$ cat config.mk
export PLATFORM = sky130hd
export DESIGN_NAME = wait_for_graph_deadlock_detector
export DESIGN_NICKNAME = d
export VERILOG_FILES = /design/src/rtl/wfg_pkg.sv /design/src/rtl/wfg_ctrl.sv /design/src/rtl/wfg_dp.sv /design/src/rtl/wait_for_graph_deadlock_detector.sv
export VERILOG_INCLUDE_DIRS = /design/src /design/src/rtl
export SDC_FILE = /design/constraint.sdc
export NUM_CORES = 2
export LEC_CHECK = 0
export BUFFER_PORTS_ARGS = -buffer_cell sky130_fd_sc_hd__clkbuf_2
export CAP_MARGIN = 20
export CORE_UTILIZATION = 45
export DETAILED_ROUTE_END_ITERATION = 6
export PLACE_DENSITY = 0.69
export SYNTH_ARGS = -nofsm -noshare
export SYNTH_HDL_FRONTEND = slang
export SYNTH_SLANG_ARGS = --single-unit
$ cat constraint.sdc
create_clock -name i_clk -period 10.1 [get_ports i_clk]
set_input_delay 1.01 -clock i_clk [delete_from_list [all_inputs] [get_ports i_clk]]
set_output_delay 1.01 -clock i_clk [all_outputs]
set_load 0.05 [all_outputs]
$ cat src/rtl/assert_macros.svh
// ----------------------------------------------------------------------------
// Assertion macros
// Clocked property checks, disabled while the active-low reset is asserted.
// ----------------------------------------------------------------------------
`ifndef ASSERT_MACROS_SVH
`define ASSERT_MACROS_SVH
`ifndef SYNTHESIS
`define ASSERT_CLK(label, clk, rst_n, prop) \
    label: assert property (@(posedge clk) disable iff (!(rst_n)) (prop)) \
        else $error("assertion failed");
`define ASSERT_IMPL(label, clk, rst_n, ante, cons) \
    label: assert property (@(posedge clk) disable iff (!(rst_n)) (ante) |-> (cons)) \
        else $error("assertion failed");
`else
`define ASSERT_CLK(label, clk, rst_n, prop)
`define ASSERT_IMPL(label, clk, rst_n, ante, cons)
`endif
`endif

$ cat src/rtl/wfg_pkg.sv
// ----------------------------------------------------------------------------
// wfg_pkg
// Shared constants, command codes and control/status types.
// ----------------------------------------------------------------------------
package wfg_pkg;

    localparam int NUM_PROCS = 16;
    localparam int NUM_RES   = 16;
    localparam int PROC_W    = $clog2(NUM_PROCS);
    localparam int RES_W     = $clog2(NUM_RES);
    localparam int CUR_W     = PROC_W + RES_W + 1;
    localparam int DEPTH_W   = $clog2(NUM_PROCS + 1);
    localparam int FRAME_W   = PROC_W + CUR_W;
    localparam int CMD_W     = 3;
    localparam int MASK_W    = 16;

    localparam logic [CMD_W-1:0] CMD_ADD_PROC = 3'd0;
    localparam logic [CMD_W-1:0] CMD_ADD_RES  = 3'd1;
    localparam logic [CMD_W-1:0] CMD_REQUEST  = 3'd2;
    localparam logic [CMD_W-1:0] CMD_ALLOCATE = 3'd3;
    localparam logic [CMD_W-1:0] CMD_REM_PROC = 3'd4;
    localparam logic [CMD_W-1:0] CMD_REM_RES  = 3'd5;
    localparam logic [CMD_W-1:0] CMD_DETECT   = 3'd6;

    typedef struct packed {
        logic upd;
        logic det_init;
        logic sel_take;
        logic sel_skip;
        logic scan_adv;
        logic push;
        logic pop;
        logic load_parent;
        logic finish_found;
        logic finish_none;
    } t_dp_cmd;

    typedef struct packed {
        logic start_end;
        logic start_ok;
        logic frame_end;
        logic edge_hit;
        logic hit_on_stack;
        logic hit_visited;
        logic depth_one;
    } t_dp_status;

endpackage

$ cat src/rtl/wfg_ctrl.sv
// ----------------------------------------------------------------------------
// wfg_ctrl
// Sequencer for update commands and the depth-first cycle search.
// ----------------------------------------------------------------------------
module wfg_ctrl (
    input  logic                      i_clk,
    input  logic                      i_rst_n,
    input  logic                      i_start,
    input  logic [wfg_pkg::CMD_W-1:0] i_cmd,
    input  wfg_pkg::t_dp_status       i_status,
    output wfg_pkg::t_dp_cmd          o_cmd,
    output logic                      o_busy
);

    typedef enum logic [1:0] {
        S_IDLE,
        S_SEL,
        S_SCAN,
        S_LOAD
    } t_state;

    t_state r_state, n_state;
    logic   r_busy, n_busy;

    always_comb begin
        o_cmd   = '0;
        n_state = r_state;
        case (r_state)
            S_IDLE: begin
                if (i_start) begin
                    if (i_cmd == wfg_pkg::CMD_DETECT) begin
                        o_cmd.det_init = 1'b1;
                        n_state        = S_SEL;
                    end else begin
                        o_cmd.upd = 1'b1;
                    end
                end
            end
            S_SEL: begin
                if (i_status.start_end) begin
                    o_cmd.finish_none = 1'b1;
                    n_state           = S_IDLE;
                end else if (i_status.start_ok) begin
                    o_cmd.sel_take = 1'b1;
                    n_state        = S_SCAN;
                end else begin
                    o_cmd.sel_skip = 1'b1;
                end
            end
            S_SCAN: begin
                if (i_status.frame_end) begin
                    o_cmd.pop = 1'b1;
                    n_state   = i_status.depth_one ? S_SEL : S_LOAD;
                end else if (i_status.edge_hit && i_status.hit_on_stack) begin
                    o_cmd.finish_found = 1'b1;
                    n_state            = S_IDLE;
                end else if (i_status.edge_hit && !i_status.hit_visited) begin
                    o_cmd.push = 1'b1;
                end else begin
                    o_cmd.scan_adv = 1'b1;
                end
            end
            S_LOAD: begin
                o_cmd.load_parent = 1'b1;
                n_state           = S_SCAN;
            end
            default: begin
                n_state = S_IDLE;
            end
        endcase
        n_busy = (n_state != S_IDLE);
    end

    always_ff @(posedge i_clk) begin
        if (!i_rst_n) begin
            r_state <= S_IDLE;
            r_busy  <= 1'b0;
        end else begin
            r_state <= n_state;
            r_busy  <= n_busy;
        end
    end

    assign o_busy = r_busy;

endmodule

$ cat src/rtl/wfg_dp.sv
// ----------------------------------------------------------------------------
// wfg_dp
// Graph state, search registers, frame stack memory and result word.
// ----------------------------------------------------------------------------
`include "assert_macros.svh"

module wfg_dp (
    input  logic                        i_clk,
    input  logic                        i_rst_n,
    input  wfg_pkg::t_dp_cmd            i_cmd_ctl,
    input  logic [wfg_pkg::CMD_W-1:0]   i_cmd,
    input  logic [wfg_pkg::PROC_W-1:0]  i_proc_index,
    input  logic [wfg_pkg::RES_W-1:0]   i_res_index,
    output wfg_pkg::t_dp_status         o_status,
    output logic                        o_valid,
    output logic                        o_applied,
    output logic                        o_deadlock_found,
    output logic [wfg_pkg::MASK_W-1:0]  o_cycle_mask
);

    logic [wfg_pkg::NUM_PROCS-1:0] r_proc_present;
    logic [wfg_pkg::NUM_RES-1:0]   r_res_present;
    logic [wfg_pkg::NUM_RES-1:0]   r_req  [wfg_pkg::NUM_PROCS];
    logic [wfg_pkg::NUM_RES-1:0]   r_hold [wfg_pkg::NUM_PROCS];
    logic [wfg_pkg::NUM_PROCS-1:0] r_visited;
    logic [wfg_pkg::NUM_PROCS-1:0] r_on_stack;
    logic [wfg_pkg::DEPTH_W-1:0]   r_depth;
    logic [wfg_pkg::DEPTH_W-1:0]   r_start;
    logic [wfg_pkg::PROC_W-1:0]    r_cur_proc;
    logic [wfg_pkg::CUR_W-1:0]     r_cursor;
    logic [wfg_pkg::FRAME_W-1:0]   r_frames [wfg_pkg::NUM_PROCS];
    logic [wfg_pkg::FRAME_W-1:0]   r_rd_frame;
    logic                          r_out_valid;
    logic                          r_applied;
    logic                          r_found;
    logic [wfg_pkg::MASK_W-1:0]    r_mask;

    logic [wfg_pkg::PROC_W-1:0]    w_start_idx;
    logic [wfg_pkg::PROC_W-1:0]    w_h;
    logic [wfg_pkg::RES_W-1:0]     w_r;
    logic [wfg_pkg::CUR_W-1:0]     w_cursor_inc;
    logic [wfg_pkg::PROC_W-1:0]    w_wr_addr;
    logic [wfg_pkg::PROC_W-1:0]    w_rd_addr;
    logic                          w_applied;

    assign w_start_idx  = r_start[wfg_pkg::PROC_W-1:0];
    assign w_h          = r_cursor[wfg_pkg::PROC_W-1:0];
    assign w_r          = r_cursor[wfg_pkg::PROC_W +: wfg_pkg::RES_W];
    assign w_cursor_inc = r_cursor + wfg_pkg::CUR_W'(1);
    assign w_wr_addr    = wfg_pkg::PROC_W'(r_depth - wfg_pkg::DEPTH_W'(1));
    assign w_rd_addr    = wfg_pkg::PROC_W'(r_depth - wfg_pkg::DEPTH_W'(2));

    always_comb begin
        o_status.start_end    = (r_start == wfg_pkg::DEPTH_W'(wfg_pkg::NUM_PROCS));
        o_status.start_ok     = r_proc_present[w_start_idx] && !r_visited[w_start_idx];
        o_status.frame_end    = r_cursor[wfg_pkg::CUR_W-1];
        o_status.edge_hit     = r_req[r_cur_proc][w_r] && r_hold[w_h][w_r];
        o_status.hit_on_stack = r_on_stack[w_h];
        o_status.hit_visited  = r_visited[w_h];
        o_status.depth_one    = (r_depth == wfg_pkg::DEPTH_W'(1));
    end

    always_comb begin
        case (i_cmd)
            wfg_pkg::CMD_REM_PROC: w_applied = r_proc_present[i_proc_index];
            wfg_pkg::CMD_REM_RES:  w_applied = r_res_present[i_res_index];
            default:               w_applied = 1'b1;
        endcase
    end

    always_ff @(posedge i_clk) begin
        if (!i_rst_n) begin
            r_proc_present <= '0;
            r_res_present  <= '0;
            for (int i = 0; i < wfg_pkg::NUM_PROCS; i++) begin
                r_req[i]  <= '0;
                r_hold[i] <= '0;
            end
            r_visited   <= '0;
            r_on_stack  <= '0;
            r_depth     <= '0;
            r_start     <= '0;
            r_out_valid <= 1'b0;
        end else begin
            r_out_valid <= 1'b0;
            if (i_cmd_ctl.upd) begin
                r_out_valid <= 1'b1;
                case (i_cmd)
                    wfg_pkg::CMD_ADD_PROC: r_proc_present[i_proc_index] <= 1'b1;
                    wfg_pkg::CMD_ADD_RES:  r_res_present[i_res_index] <= 1'b1;
                    wfg_pkg::CMD_REQUEST:  r_req[i_proc_index][i_res_index] <= 1'b1;
                    wfg_pkg::CMD_ALLOCATE: begin
                        r_hold[i_proc_index][i_res_index] <= 1'b1;
                        r_req[i_proc_index][i_res_index]  <= 1'b0;
                    end
                    wfg_pkg::CMD_REM_PROC: begin
                        if (w_applied) begin
                            r_proc_present[i_proc_index] <= 1'b0;
                            r_req[i_proc_index]          <= '0;
                            r_hold[i_proc_index]         <= '0;
                        end
                    end
                    wfg_pkg::CMD_REM_RES: begin
                        if (w_applied) begin
                            r_res_present[i_res_index] <= 1'b0;
                            for (int i = 0; i < wfg_pkg::NUM_PROCS; i++) begin
                                r_req[i][i_res_index]  <= 1'b0;
                                r_hold[i][i_res_index] <= 1'b0;
                            end
                        end
                    end
                    default: begin
                    end
                endcase
            end
            if (i_cmd_ctl.det_init) begin
                r_visited  <= '0;
                r_on_stack <= '0;
                r_start    <= '0;
            end
            if (i_cmd_ctl.sel_take) begin
                r_visited[w_start_idx]  <= 1'b1;
                r_on_stack[w_start_idx] <= 1'b1;
                r_depth                 <= wfg_pkg::DEPTH_W'(1);
                r_start                 <= r_start + wfg_pkg::DEPTH_W'(1);
            end
            if (i_cmd_ctl.sel_skip) begin
                r_start <= r_start + wfg_pkg::DEPTH_W'(1);
            end
            if (i_cmd_ctl.push) begin
                r_visited[w_h]  <= 1'b1;
                r_on_stack[w_h] <= 1'b1;
                r_depth         <= r_depth + wfg_pkg::DEPTH_W'(1);
            end
            if (i_cmd_ctl.pop) begin
                r_on_stack[r_cur_proc] <= 1'b0;
                r_depth                <= r_depth - wfg_pkg::DEPTH_W'(1);
            end
            if (i_cmd_ctl.finish_found || i_cmd_ctl.finish_none) begin
                r_out_valid <= 1'b1;
            end
        end
    end

    always_ff @(posedge i_clk) begin
        if (i_cmd_ctl.upd) begin
            r_applied <= w_applied;
            r_found   <= 1'b0;
            r_mask    <= '0;
        end
        if (i_cmd_ctl.finish_found) begin
            r_applied <= 1'b1;
            r_found   <= 1'b1;
            r_mask    <= wfg_pkg::MASK_W'(r_on_stack);
        end
        if (i_cmd_ctl.finish_none) begin
            r_applied <= 1'b1;
            r_found   <= 1'b0;
            r_mask    <= '0;
        end
        if (i_cmd_ctl.sel_take) begin
            r_cur_proc <= w_start_idx;
            r_cursor   <= '0;
        end
        if (i_cmd_ctl.scan_adv) begin
            r_cursor <= w_cursor_inc;
        end
        if (i_cmd_ctl.push) begin
            r_cur_proc <= w_h;
            r_cursor   <= '0;
        end
        if (i_cmd_ctl.load_parent) begin
            {r_cur_proc, r_cursor} <= r_rd_frame;
        end
    end

    // frame stack: parent frames only, current frame lives in r_cur_proc/r_cursor
    always_ff @(posedge i_clk) begin
        if (i_cmd_ctl.push) begin
            r_frames[w_wr_addr] <= {r_cur_proc, w_cursor_inc};
        end
    end

    always_ff @(posedge i_clk) begin
        if (i_cmd_ctl.pop) begin
            r_rd_frame <= r_frames[w_rd_addr];
        end
    end

    assign o_valid          = r_out_valid;
    assign o_applied        = r_applied;
    assign o_deadlock_found = r_found;
    assign o_cycle_mask     = r_mask;

    `ASSERT_CLK(a_stack_in_visited, i_clk, i_rst_n, (r_on_stack & ~r_visited) == '0)
    `ASSERT_CLK(a_depth_bound, i_clk, i_rst_n, r_depth <= wfg_pkg::DEPTH_W'(wfg_pkg::NUM_PROCS))
    `ASSERT_IMPL(a_found_mask, i_clk, i_rst_n, r_out_valid && r_found, r_mask != '0)
    `ASSERT_IMPL(a_push_fresh, i_clk, i_rst_n, i_cmd_ctl.push, !r_visited[w_h])

endmodule

$ cat src/rtl/wait_for_graph_deadlock_detector.sv
// ----------------------------------------------------------------------------
// wait_for_graph_deadlock_detector
// Resource allocation graph keeper with depth-first wait cycle detection.
// ----------------------------------------------------------------------------
// A command word is taken when start is high and busy is low. Add, request,
// allocate and remove commands complete without leaving idle: the result word appears
// with o_valid on the next cycle and busy never rises, so these may be issued
// back to back. Detect raises busy and walks the wait-for graph one edge
// candidate (resource, holder) per cycle while in the scan state; each start
// index passes through a select step, each frame scans up to NUM_RES*NUM_PROCS
// candidates, and each return to a parent frame passes through a load step
// for the frame stack read. The result word is driven for exactly one cycle
// with o_valid high; the receiver cannot stall it and must capture it on that
// cycle.
// ----------------------------------------------------------------------------
module wait_for_graph_deadlock_detector (
    input  logic                        i_clk,
    input  logic                        i_rst_n,
    input  logic                        start,
    output logic                        busy,
    input  logic [2:0]                  i_cmd,
    input  logic [3:0]                  i_proc_index,
    input  logic [3:0]                  i_res_index,
    output logic                        o_valid,
    output logic                        o_applied,
    output logic                        o_deadlock_found,
    output logic [15:0]                 o_cycle_mask
);

    wfg_pkg::t_dp_cmd    w_cmd_ctl;
    wfg_pkg::t_dp_status w_status;
    logic                w_busy;

    wfg_ctrl u_ctrl (
        .i_clk    (i_clk),
        .i_rst_n  (i_rst_n),
        .i_start  (start),
        .i_cmd    (i_cmd),
        .i_status (w_status),
        .o_cmd    (w_cmd_ctl),
        .o_busy   (w_busy)
    );

    wfg_dp u_dp (
        .i_clk            (i_clk),
        .i_rst_n          (i_rst_n),
        .i_cmd_ctl        (w_cmd_ctl),
        .i_cmd            (i_cmd),
        .i_proc_index     (i_proc_index),
        .i_res_index      (i_res_index),
        .o_status         (w_status),
        .o_valid          (o_valid),
        .o_applied        (o_applied),
        .o_deadlock_found (o_deadlock_found),
        .o_cycle_mask     (o_cycle_mask)
    );

    assign busy = w_busy;

endmodule
==> impl_results.md <==
* Final WL at 112 mm
* Logic gate share of total power at 0.036
* Peak Freq at 186 MHz
* RSZ-0062 raised after global routing: false
* Initial Utilization at 0.456
* Area contributors post-synth: edfxtp_1 (55%), mux4_2 (7.7%), o21ai_0 (6.7%)
* Post-route ant nets at 0
* DRC Markers at 4
* CP Data Required Time at 10.66 ns
* Distinct cells, synth at 81
* Tot GR Track Use at 0.243
* Most frequent cells in the layout: edfxtp_1 (746), nor2_1 (592), o21ai_0 (543), mux4_2 (139), nand2_1 (98)
* Crit. End Element: flip-flop
* Cts bufs inserted at 90
* Net Sw Power at 1670 uW
* #FFs+latches synth at 850
* FILL cells at 7461
* Pint at 5790 uW
* Vias/cell at 6.35
* Syn Nets at 3330
* Root buffer cell: clkbuf_16
* Cell area after synthesis at 0.0405 mm^2
* Fin. max-slew vios at 0
* Net switching fraction of the power at 0.223
* # Max-Cap Violations at 0
* DRT iter0 DRCs at 4007
* Failing checks: DRC
* Status: finished with violations
* Setup_tns at 0 ns
* Overflow after GRT at 0
* Initial antenna violation count at 6
* First-pass DRT Iterations at 7
* Setup bufs post-CTS at 0
* P&R area growth vs syn at 9.29%
* PD cells at 168 mW/mm^2
* Die area at 0.0912 mm^2
* Rows at 109
* Worst Hold Class: flip-flop to flip-flop
* Cts hold-fix bufs at 0
* Layout Nets at 3178
* EDFF count, synth at 746
* Post-synth top flop: edfxtp_1
* CP arrival at 5.93 ns
* Synth area leader: edfxtp_1
* Commonest non-fill, non-tap cell in the layout: edfxtp_1
* Async SR Flop Fraction at 0
* Pleak at 0.0139 uW
* Register area share after synthesis at 0.604
* Hold Vio Cnt, Final at 0
* Clock tree sinks at 850
* RD Place Congestion at 0.903
* Period utilization at 0.532
* Via count at 27853
* Synth warnings at 0
* Pin count of the biggest net entering global routing at 58
* Synth Area per Inst at 12.3 um^2
* Type of origin of the critical path: flip-flop
* Fraction of layout cells with a size suffix above 1 at 0.151
* Clock skew at 0.0695 ns
* Vias in the first global route at 26633
* Avg WL per Cell at 25.5 um
* Pwr Total at 7450 uW
* Cells after Synth at 3298
* Die height at 302 um
* Clk_lat worst skew at 0.70 ns
* DP Wirelength at 64.7 mm
* Relative slew slack at 0.282
* IO Port Bufs at 33
* Final setup viols at 0
* Clock Power Share at 0.441
* Die extent in x at 302 um
* CTS Buffer Depth at 3
* Min Clock Period, post-route at 5.38 ns
* Synth top area share at 0.553
* CTS H-tree lvls at 3
* VDD IR-drop max at 152 uV
* Post-CTS resize count at 0
* CP Max Fanout at 38
* Global-route wire length before repair at 166 mm
* Worst Tran Pin Value at 1.07 ns
* # IOs at 34
* Core box area at 0.0888 mm^2
* Clk slew on worst S/H paths at 0.06 ns
* Critical path class: flip-flop to flip-flop
* TritonCTS clock tree: yes
* Reg power frac at 0.523
==> cell type report <==
class | instances | area [um^2] | share of cell area
Inverter | 45 | 169 | 0.00381
Tap cell | 1165 | 1460 | 0.0329
Timing Repair Buffer | 117 | 845 | 0.0191
Antenna cell | 5 | 12.5 | 0.000283
Sequential cell | 850 | 24500 | 0.553
Clock buffer | 108 | 2320 | 0.0524
Multi-Input combinational cell | 2042 | 14400 | 0.325
Clock inverter | 56 | 604 | 0.0136
==> critical path: stages (launching register included) <==
cell and delay, ns:
dfxtp_4 0.69, buf_4 0.70, mux4_1 0.66, a22o_2 0.27, o21ai_0 0.49, a21oi_1 0.09
a2111oi_1 0.62, nor4_1 0.25, a31oi_1 0.91, a32oi_1 0.22, nand3_1 0.31
==> logic make-up (layout without fill, tap and decap cells) <==
kind of cell | Yosys count | after routing | share of synthesized area
AO/OA/AOI/OAI | 802 | 802 | 0.111
XOR/XNOR | 15 | 15 | 0.00324
adder cells (fa/ha/maj) | 18 | 18 | 0.00556
AND/OR/NAND/NOR | 954 | 954 | 0.102
flip-flops | 850 | 850 | 0.604
other | 0 | 5 | 0
buffers and inverters | 406 | 326 | 0.0470
multiplexers | 253 | 253 | 0.126
==> flip-flops by register name, indices dropped and copies added, names as in the netlist, named ones only <==
register and flops:
u_dp.r_hold 256, u_dp.r_req 256, u_dp.r_frames 208, u_dp.o_cycle_mask 16
u_dp.r_on_stack 16, u_dp.r_visited 16, u_dp.r_rd_frame 13, u_dp.r_cursor 9
u_dp.r_depth 5, u_dp.r_start 5, u_dp.r_cur_proc 4, u_ctrl.r_state 2
u_ctrl.o_busy 1, u_dp.o_applied 1, u_dp.o_deadlock_found 1, u_dp.o_valid 1
==> Yosys cell counts (10+ instances only) <==
master / n
a22oi_1: 35
or2_0: 12
mux4_1: 52
nand3_1: 81
buf_2: 18
and3_1: 17
nor3_1: 14
mux2i_1: 57
nor2b_1: 40
a22o_1: 13
and2_0: 17
clkbuf_1: 301
mux4_2: 139
clkbuf_8: 10
nand2_1: 107
a31oi_1: 45
inv_1: 42
dfxtp_1: 104
nand2b_1: 14
buf_6: 14
edfxtp_1: 746
a211oi_1: 19
or2_2: 23
ha_1: 18
a21oi_1: 75
o21ai_0: 544
nor2_1: 594
==> metrics by stage <==
step	instance area [um^2]	utilization	setup slack, ns	std cells	hold WS, ns
6_report	44300	0.499	4.72	4388	0.458
2_1_floorplan	40500	-	6.19	3298	0.447
4_1_cts	44200	0.498	4.79	4378	0.462
3_5_place_dp	41300	0.465	4.74	4214	0.453
3_3_place_gp	41200	0.464	4.80	4207	0.441
5_1_grt	44300	0.499	4.63	4387	0.486
==> worst paths after layout <==
| kind | end | slack, ns | startpoint | cells after the start |
|---|---|---|---|---|
| hold reg to reg | u_dp.o_deadlock_found$_SDFFE_PP0P_ | 0.46 | u_dp.o_deadlock_found$_SDFFE_PP0P_ | 2 |
| setup reg to reg | flip-flop | 4.72 | flip-flop | 10 |
| setup / recovery | flip-flop | 4.72 | flip-flop | 10 |
| hold / removal | u_dp.o_deadlock_found$_SDFFE_PP0P_ | 0.46 | u_dp.o_deadlock_found$_SDFFE_PP0P_ | 2 |
==> metal layers <==
metal  share of wire  wire, um  global-route usage  vias up
met4           0.046      5180               0.113        2
li1                -         -                   -    11953
met1            0.38     42200               0.327    13859
met2            0.47     52200               0.385     1720
met5         0.00012        13                   0        -
met3            0.11     12200              0.0448      319
==> power groups by stage <==
stage | Sequential, uW | Combinational [uW] | Clock, uW
final | 3900 | 267 | 3290
after floorplan | 3960 | 170 | 0
after CTS | 3900 | 261 | 3310
after detailed placement | 3970 | 260 | 0
after global placement | 3970 | 252 | 0
after global routing | 3900 | 285 | 3450
(Power assumes the default switching activity.)
